`config.mk`:
```
export PLATFORM = sky130hd
export DESIGN_NAME = wheel_speed_pid_hbridge_unit
export DESIGN_NICKNAME = d
export VERILOG_FILES = /design/src/rtl/wspid_pkg.sv /design/src/rtl/wheel_speed_pid_hbridge_unit.sv
export SDC_FILE = /design/constraint.sdc
export NUM_CORES = 2
export LEC_CHECK = 0
export ABC_AREA = 1
export BUFFER_PORTS_ARGS = -buffer_cell sky130_fd_sc_hd__buf_2
export CORE_MARGIN = 2
export CORE_UTILIZATION = 50
export CTS_BUF_LIST = sky130_fd_sc_hd__clkbuf_16
export DETAILED_ROUTE_END_ITERATION = 16
export PLACE_DENSITY = 0.66
export SKIP_CTS_REPAIR_TIMING = 1
export SYNTH_ARGS = -nofsm -noshare
export SYNTH_HDL_FRONTEND = slang
export SYNTH_SLANG_ARGS = --single-unit
export TNS_END_PERCENT = 10
```
`constraint.sdc`:
```
create_clock -name i_clk -period 19.3 [get_ports i_clk]
set_input_delay 3.86 -clock i_clk [delete_from_list [all_inputs] [get_ports i_clk]]
set_output_delay 3.86 -clock i_clk [all_outputs]
set_load 0.03 [all_outputs]
```
`src/rtl/wspid_pkg.sv`:
```
// Package for the wheel speed PID / H-bridge unit.
// Field widths, register reset values, config register indexes, divide-by-ten constant.
// No dependencies.
package wspid_pkg;

    localparam int SPEED_W   = 16;
    localparam int ERR_W     = SPEED_W + 1;
    localparam int GAIN_W    = 8;
    localparam int ILIM_W    = 15;
    localparam int DUTY_W    = 12;
    localparam int CFG_IDX_W = 3;
    localparam int CFG_DAT_W = 16;
    localparam int S_TDATA_W = 32;
    localparam int M_TDATA_W = 32;

    localparam logic [GAIN_W-1:0]  PROP_GAIN_RST  = 8'd12;
    localparam logic [GAIN_W-1:0]  INTEG_GAIN_RST = 8'd19;
    localparam logic [GAIN_W-1:0]  DERIV_GAIN_RST = 8'd5;
    localparam logic [ILIM_W-1:0]  INTEG_LIM_RST  = 15'd1000;
    localparam logic [DUTY_W-1:0]  DUTY_LIM_RST   = 12'd900;
    localparam logic [SPEED_W-1:0] BRAKE_THR_RST  = 16'hFFCE; // -50

    // floor(x / 10) == (x * RECIP10) >> RECIP10_SH for x < 2**26
    localparam int              RECIP10_SH = 27;
    localparam logic [23:0]     RECIP10    = 24'd13421773;

    typedef enum logic [CFG_IDX_W-1:0] {
        CFG_PROP_GAIN  = 3'd0,
        CFG_INTEG_GAIN = 3'd1,
        CFG_DERIV_GAIN = 3'd2,
        CFG_INTEG_LIM  = 3'd3,
        CFG_DUTY_LIM   = 3'd4,
        CFG_BRAKE_THR  = 3'd5
    } t_cfg_idx;

endpackage

```
`src/rtl/wheel_speed_pid_hbridge_unit.sv`:
```
// Channel   Dir  Group                            Beat contents
// s_axis    in   i_s_tvalid/o_s_tready/i_s_tdata  target_speed, measured_speed
// m_axis    out  o_m_tvalid/i_m_tready/o_m_tdata  forward_duty, reverse_duty, braking
// cfg       in   i_cfg_valid/o_cfg_ready          i_cfg_index, i_cfg_data
//
// Four register stages: input, error/integral/products, divide by ten, sum/clamp/output.
// One beat per cycle sustained unless i_m_tready stalls the output.
// Integral and previous error update as a beat leaves the input stage.
// Synchronous active-low reset clears config to defaults, state and valids.
// Each stage advances when the one after it is empty or moving, so bubbles collapse.
// Depends on wspid_pkg.
module wheel_speed_pid_hbridge_unit
    import wspid_pkg::*;
(
    input  logic                 i_clk,
    input  logic                 i_rst_n,
    input  logic                 i_s_tvalid,
    output logic                 o_s_tready,
    input  logic [S_TDATA_W-1:0] i_s_tdata,   // [15:0] target_speed, [31:16] measured_speed
    output logic                 o_m_tvalid,
    input  logic                 i_m_tready,
    output logic [M_TDATA_W-1:0] o_m_tdata,   // [11:0] forward_duty, [23:12] reverse_duty,
                                              // [24] braking, [31:25] zero
    input  logic                 i_cfg_valid,
    output logic                 o_cfg_ready,
    input  logic [CFG_IDX_W-1:0] i_cfg_index,
    input  logic [CFG_DAT_W-1:0] i_cfg_data
);

    // config
    logic [GAIN_W-1:0]         r_prop_gain;
    logic [GAIN_W-1:0]         r_integ_gain;
    logic [GAIN_W-1:0]         r_deriv_gain;
    logic [ILIM_W-1:0]         r_integ_lim;
    logic [DUTY_W-1:0]         r_duty_lim;
    logic signed [SPEED_W-1:0] r_brake_thr;

    // state
    logic signed [SPEED_W-1:0] r_err_sum;
    logic signed [ERR_W-1:0]   r_prev_err;

    // pipeline
    logic                      r_v0, r_v1, r_v2, r_v3;
    logic                      w_rdy0, w_rdy1, w_rdy2, w_rdy3;
    logic signed [SPEED_W-1:0] r_in_tgt, r_in_meas;
    logic signed [24:0]        r_a_p, r_b_p;
    logic signed [25:0]        r_a_d, r_b_d;
    logic [22:0]               r_a_ip;
    logic                      r_a_ineg;
    logic                      r_a_brake, r_b_brake, r_out_brake;
    logic signed [20:0]        r_b_iq;
    logic [DUTY_W-1:0]         r_out_fwd, r_out_rev;

    // stage 1 logic
    logic signed [ERR_W-1:0]   w_err;
    logic signed [17:0]        w_sum_raw, w_ilim;
    logic signed [SPEED_W-1:0] n_err_sum;
    logic                      w_brake;
    logic signed [24:0]        w_p;
    logic signed [17:0]        w_diff;
    logic signed [25:0]        w_d;
    logic [ILIM_W-1:0]         w_sum_mag;
    logic [22:0]               w_ip;

    // stage 2 logic
    logic [46:0]               w_recip_prod;
    logic [19:0]               w_q;
    logic signed [20:0]        w_iq;

    // stage 3 logic
    logic signed [27:0]        w_total, w_dlim;
    logic signed [DUTY_W:0]    w_drive;
    logic [DUTY_W-1:0]         n_fwd, n_rev;

    assign w_rdy3 = !r_v3 || i_m_tready;
    assign w_rdy2 = !r_v2 || w_rdy3;
    assign w_rdy1 = !r_v1 || w_rdy2;
    assign w_rdy0 = !r_v0 || w_rdy1;

    assign o_s_tready  = w_rdy0;
    assign o_cfg_ready = 1'b1;
    assign o_m_tvalid  = r_v3;
    assign o_m_tdata   = {7'd0, r_out_brake, r_out_rev, r_out_fwd};

    // stage 1: error, clamped integral, gain products
    always_comb begin
        w_err     = ERR_W'(r_in_tgt) - ERR_W'(r_in_meas);
        w_sum_raw = 18'(r_err_sum) + 18'(w_err);
        w_ilim    = $signed({3'b000, r_integ_lim});
        if (w_sum_raw > w_ilim) begin
            n_err_sum = SPEED_W'(w_ilim);
        end else if (w_sum_raw < -w_ilim) begin
            n_err_sum = SPEED_W'(-w_ilim);
        end else begin
            n_err_sum = SPEED_W'(w_sum_raw);
        end
        w_brake   = !(w_err > ERR_W'(r_brake_thr));
        w_p       = $signed({17'd0, r_prop_gain}) * 25'(w_err);
        w_diff    = 18'(w_err) - 18'(r_prev_err);
        w_d       = $signed({18'd0, r_deriv_gain}) * 26'(w_diff);
        w_sum_mag = n_err_sum[SPEED_W-1] ? ILIM_W'(-n_err_sum) : n_err_sum[ILIM_W-1:0];
        w_ip      = 23'(r_integ_gain) * 23'(w_sum_mag);
    end

    // stage 2: divide magnitude by ten, restore sign (truncates toward zero)
    always_comb begin
        w_recip_prod = 47'(r_a_ip) * 47'(RECIP10);
        w_q          = w_recip_prod[RECIP10_SH+19:RECIP10_SH];
        w_iq         = r_a_ineg ? -$signed({1'b0, w_q}) : $signed({1'b0, w_q});
    end

    // stage 3: sum, clamp (braking forces full reverse), split into bridge legs
    always_comb begin
        w_total = 28'(r_b_p) + 28'(r_b_iq) + 28'(r_b_d);
        w_dlim  = $signed({16'd0, r_duty_lim});
        if (r_b_brake || w_total < -w_dlim) begin
            w_drive = -$signed({1'b0, r_duty_lim});
        end else if (w_total > w_dlim) begin
            w_drive = $signed({1'b0, r_duty_lim});
        end else begin
            w_drive = (DUTY_W+1)'(w_total);
        end
        if (w_drive[DUTY_W]) begin
            n_fwd = '0;
            n_rev = DUTY_W'(-w_drive);
        end else begin
            n_fwd = w_drive[DUTY_W-1:0];
            n_rev = '0;
        end
    end

    always_ff @(posedge i_clk) begin
        if (!i_rst_n) begin
            r_prop_gain  <= PROP_GAIN_RST;
            r_integ_gain <= INTEG_GAIN_RST;
            r_deriv_gain <= DERIV_GAIN_RST;
            r_integ_lim  <= INTEG_LIM_RST;
            r_duty_lim   <= DUTY_LIM_RST;
            r_brake_thr  <= BRAKE_THR_RST;
        end else if (i_cfg_valid) begin
            unique case (i_cfg_index)
                CFG_PROP_GAIN:  r_prop_gain  <= i_cfg_data[GAIN_W-1:0];
                CFG_INTEG_GAIN: r_integ_gain <= i_cfg_data[GAIN_W-1:0];
                CFG_DERIV_GAIN: r_deriv_gain <= i_cfg_data[GAIN_W-1:0];
                CFG_INTEG_LIM:  r_integ_lim  <= i_cfg_data[ILIM_W-1:0];
                CFG_DUTY_LIM:   r_duty_lim   <= i_cfg_data[DUTY_W-1:0];
                CFG_BRAKE_THR:  r_brake_thr  <= i_cfg_data;
                default: ;
            endcase
        end
    end

    always_ff @(posedge i_clk) begin
        if (!i_rst_n) begin
            r_v0       <= 1'b0;
            r_v1       <= 1'b0;
            r_v2       <= 1'b0;
            r_v3       <= 1'b0;
            r_err_sum  <= '0;
            r_prev_err <= '0;
        end else begin
            if (w_rdy0) r_v0 <= i_s_tvalid;
            if (w_rdy1) r_v1 <= r_v0;
            if (w_rdy2) r_v2 <= r_v1;
            if (w_rdy3) r_v3 <= r_v2;
            if (w_rdy1 && r_v0) begin
                r_err_sum  <= n_err_sum;
                r_prev_err <= w_err;
            end
        end
    end

    always_ff @(posedge i_clk) begin
        if (w_rdy0) begin
            r_in_tgt  <= i_s_tdata[15:0];
            r_in_meas <= i_s_tdata[31:16];
        end
        if (w_rdy1) begin
            r_a_p     <= w_p;
            r_a_d     <= w_d;
            r_a_ip    <= w_ip;
            r_a_ineg  <= n_err_sum[SPEED_W-1];
            r_a_brake <= w_brake;
        end
        if (w_rdy2) begin
            r_b_p     <= r_a_p;
            r_b_d     <= r_a_d;
            r_b_iq    <= w_iq;
            r_b_brake <= r_a_brake;
        end
        if (w_rdy3) begin
            r_out_fwd   <= n_fwd;
            r_out_rev   <= n_rev;
            r_out_brake <= r_b_brake;
        end
    end

endmodule

```
==> metrics <==
status completed; CP endpoint r_a_ip[22]$_DFFE_PP_; max-cap check violation count 0; Tightest Pin Transition 1010 ps; crit path launch r_in_meas[0]$_DFFE_PP_; First DRT Iteration DRCs 1952; final hold violations 0; clock skew 37.5 ps; f_max 0.0843 GHz; cell area after layout 42600 sq um; DR DRC count 0; worst r2r src r_in_meas[0]$_DFFE_PP_; Avg Cell Area, Syn 8.35 sq um; first-pass GRT wire length 163000 um; Syn Std Cell Area 40000 sq um; warnings from Yosys 0; Num CTS Buffers 38; Boundary Pins 91; register area share after synthesis 20.7%; Setup crit start kind register; Relative slew margins 32.1%; Worst-Skew Late Latency 590 ps; Tmin final 11870 ps; routed vias 30760; hold_ws 394 ps; Min-Delay Path Class reg2reg; endpoints failing setup 0; Placer Congestion 0.943; slowest CP cell nor2_2; worst hold start r_a_d[8]$_DFFE_PP_; gr ovfl total 0; vias in the first global route 30844; Gate Count Post-Synth 4785; clk root buf clkbuf_16; CP max FO 20; largest net degree at the start of global routing 78; DRT Wirelength 100000 um; die span in x 287 um; Final nets 5885; DRT antenna net count 0; setup TNS 0 ps; slowest stage delay, CP 790 ps; CTS Buffer Depth 3; first drt pass iteration count 6; hpwl dp 84500 um; post-layout util 53.9%; Data arrival, critical path 12190 ps; placed cell areas 41400 sq um; final-report max-slew violation count 0; WP data required 19630 ps; Clk pin slew, worst setup/hold paths 60 ps; CTS tree built; share of layout cells above drive strength 1 5.44%; Worst path most repeated cell nand2_1; FF-to-FF setup slack 7430 ps; Die Area 82200 sq um; H-Tree Depth 2; Layout area overhead 6.66%; most common cell after layout, fill and taps aside inv_1; area share of the leading cell type in the synthesized netlist 23.5%; Tot GR Track Use 25.1%; vias per inst 5.19; Yosys top cell by area fa_1; Initial Util 50.6%; Die H 287 um; R2R Path End r_a_ip[22]$_DFFE_PP_; Yosys reg bits 310; unrepaired setup endpoints after global routing false; Cell Rows 103; post-route clock period utilization 61.5%; CTS Sinks 310; CP Class reg2reg; DR WL/cell 16.9 um; post-synthesis cell type count 56; Synth area leaders fa_1 (23%), ha_1 (16%), edfxtp_1 (15%), inv_1 (9.7%), nand2_1 (7.2%); most frequent cells in the layout inv_1 (1032), nand2_1 (767), ha_1 (515); initial antenna violation count 6; core region area 79000 sq um; r2r worst-path depth 54; CP endpoint kind register; fillers 7373; IO buf count 82
worst min path at each step:
stage / endpoint / slack, ps / cells after the start
floorplan: r_b_brake$_DFFE_PP_ / 400 / 0
global placement: r_b_p[17]$_DFFE_PP_ / 400 / 0
detailed placement: r_b_d[13]$_DFFE_PP_ / 400 / 0
CTS: r_b_d[8]$_DFFE_PP_ / 380 / 0
global route: r_b_d[8]$_DFFE_PP_ / 390 / 0
finish: r_b_d[8]$_DFFE_PP_ / 390 / 0
critical path: cells and delay by family (launching register included):
| family | cells | cell delay, ps |
|---|---|---|
| AO/OA/AOI/OAI | 9 | 2010 |
| adder cells (fa/ha/maj) | 9 | 3710 |
| flip-flops | 1 | 370 |
| AND/OR/NAND/NOR | 23 | 3240 |
| buffers and inverters | 9 | 960 |
| XOR/XNOR | 4 | 1290 |
layout make-up:
| class | instances | area (sq um) | share of cell area (%) |
|---|---|---|---|
| Antenna cell | 2 | 5.00 | 0.0117 |
| Clock buffer | 38 | 951 | 2.23 |
| Clock inverter | 29 | 236 | 0.555 |
| Inverter | 1049 | 3940 | 9.24 |
| Multi-Input combinational cell | 3347 | 27400 | 64.2 |
| Sequential cell | 310 | 8270 | 19.4 |
| Tap cell | 1050 | 1310 | 3.08 |
| Timing Repair Buffer | 99 | 538 | 1.26 |
registers in the layout (all words and copies together) (netlist names), 8 cells and up:
register	flops
r_deriv_gain	8
r_a_p	25
r_out_fwd	12
r_b_p	25
r_a_ip	23
r_in_tgt	16
r_integ_lim	15
r_err_sum	16
r_duty_lim	12
r_brake_thr	16
r_integ_gain	8
r_in_meas	16
r_prev_err	17
r_out_rev	12
r_a_d	26
r_prop_gain	8
r_b_iq	21
r_b_d	26
through the flow:
step                      instances  worst slack [ps]
after floorplan                4791              8350
after global placement         5855              7710
after detailed placement       5855              7490
after CTS                      5922              7520
after global routing           5922              6290
final                          5924              7430
synthesized netlist by cell type, drive strengths merged:
| library cell | n |
|---|---|
| a211oi | 8 |
| a21boi | 6 |
| a21o | 11 |
| a21oi | 301 |
| a221oi | 3 |
| a31o | 1 |
| a31oi | 18 |
| and2 | 7 |
| and3 | 4 |
| buf | 22 |
| clkbuf | 63 |
| clkinv | 8 |
| conb | 2 |
| dfxtp | 104 |
| edfxtp | 206 |
| fa | 469 |
| ha | 515 |
| inv | 1041 |
| nand2 | 791 |
| nand2b | 1 |
| nand3 | 169 |
| nand3b | 11 |
| nand4 | 41 |
| nor2 | 497 |
| nor3 | 29 |
| nor4 | 17 |
| o2111ai | 3 |
| o211ai | 34 |
| o21a | 7 |
| o21ai | 180 |
| o21bai | 17 |
| o221a | 1 |
| o221ai | 3 |
| o311ai | 1 |
| o31ai | 4 |
| or2 | 30 |
| xnor2 | 50 |
| xor2 | 110 |
kinds of logic after synthesis:
family                   after synthesis  synth area share (%)
XOR/XNOR                             160                  3.64
flip-flops                           310                  20.7
adder cells (fa/ha/maj)              984                  39.6
buffers and inverters               1134                  10.9
AO/OA/AOI/OAI                        598                  8.33
other                                  2                0.0188
AND/OR/NAND/NOR                     1597                  16.8
layer usage:
layer  global-route usage [%]  share of wire (%)  vias to the layer above
met5                        0                  0                        -
met1                     35.3                 47                    14639
met2                     41.6                 46                      786
met3                     2.91                5.4                      108
li1                         -                  -                    15227
met4                     5.59                1.9                        0
Power is left out: the tool's default activity adds up to more than one toggle a clock period on the data nets, which glitch-free logic cannot reach.
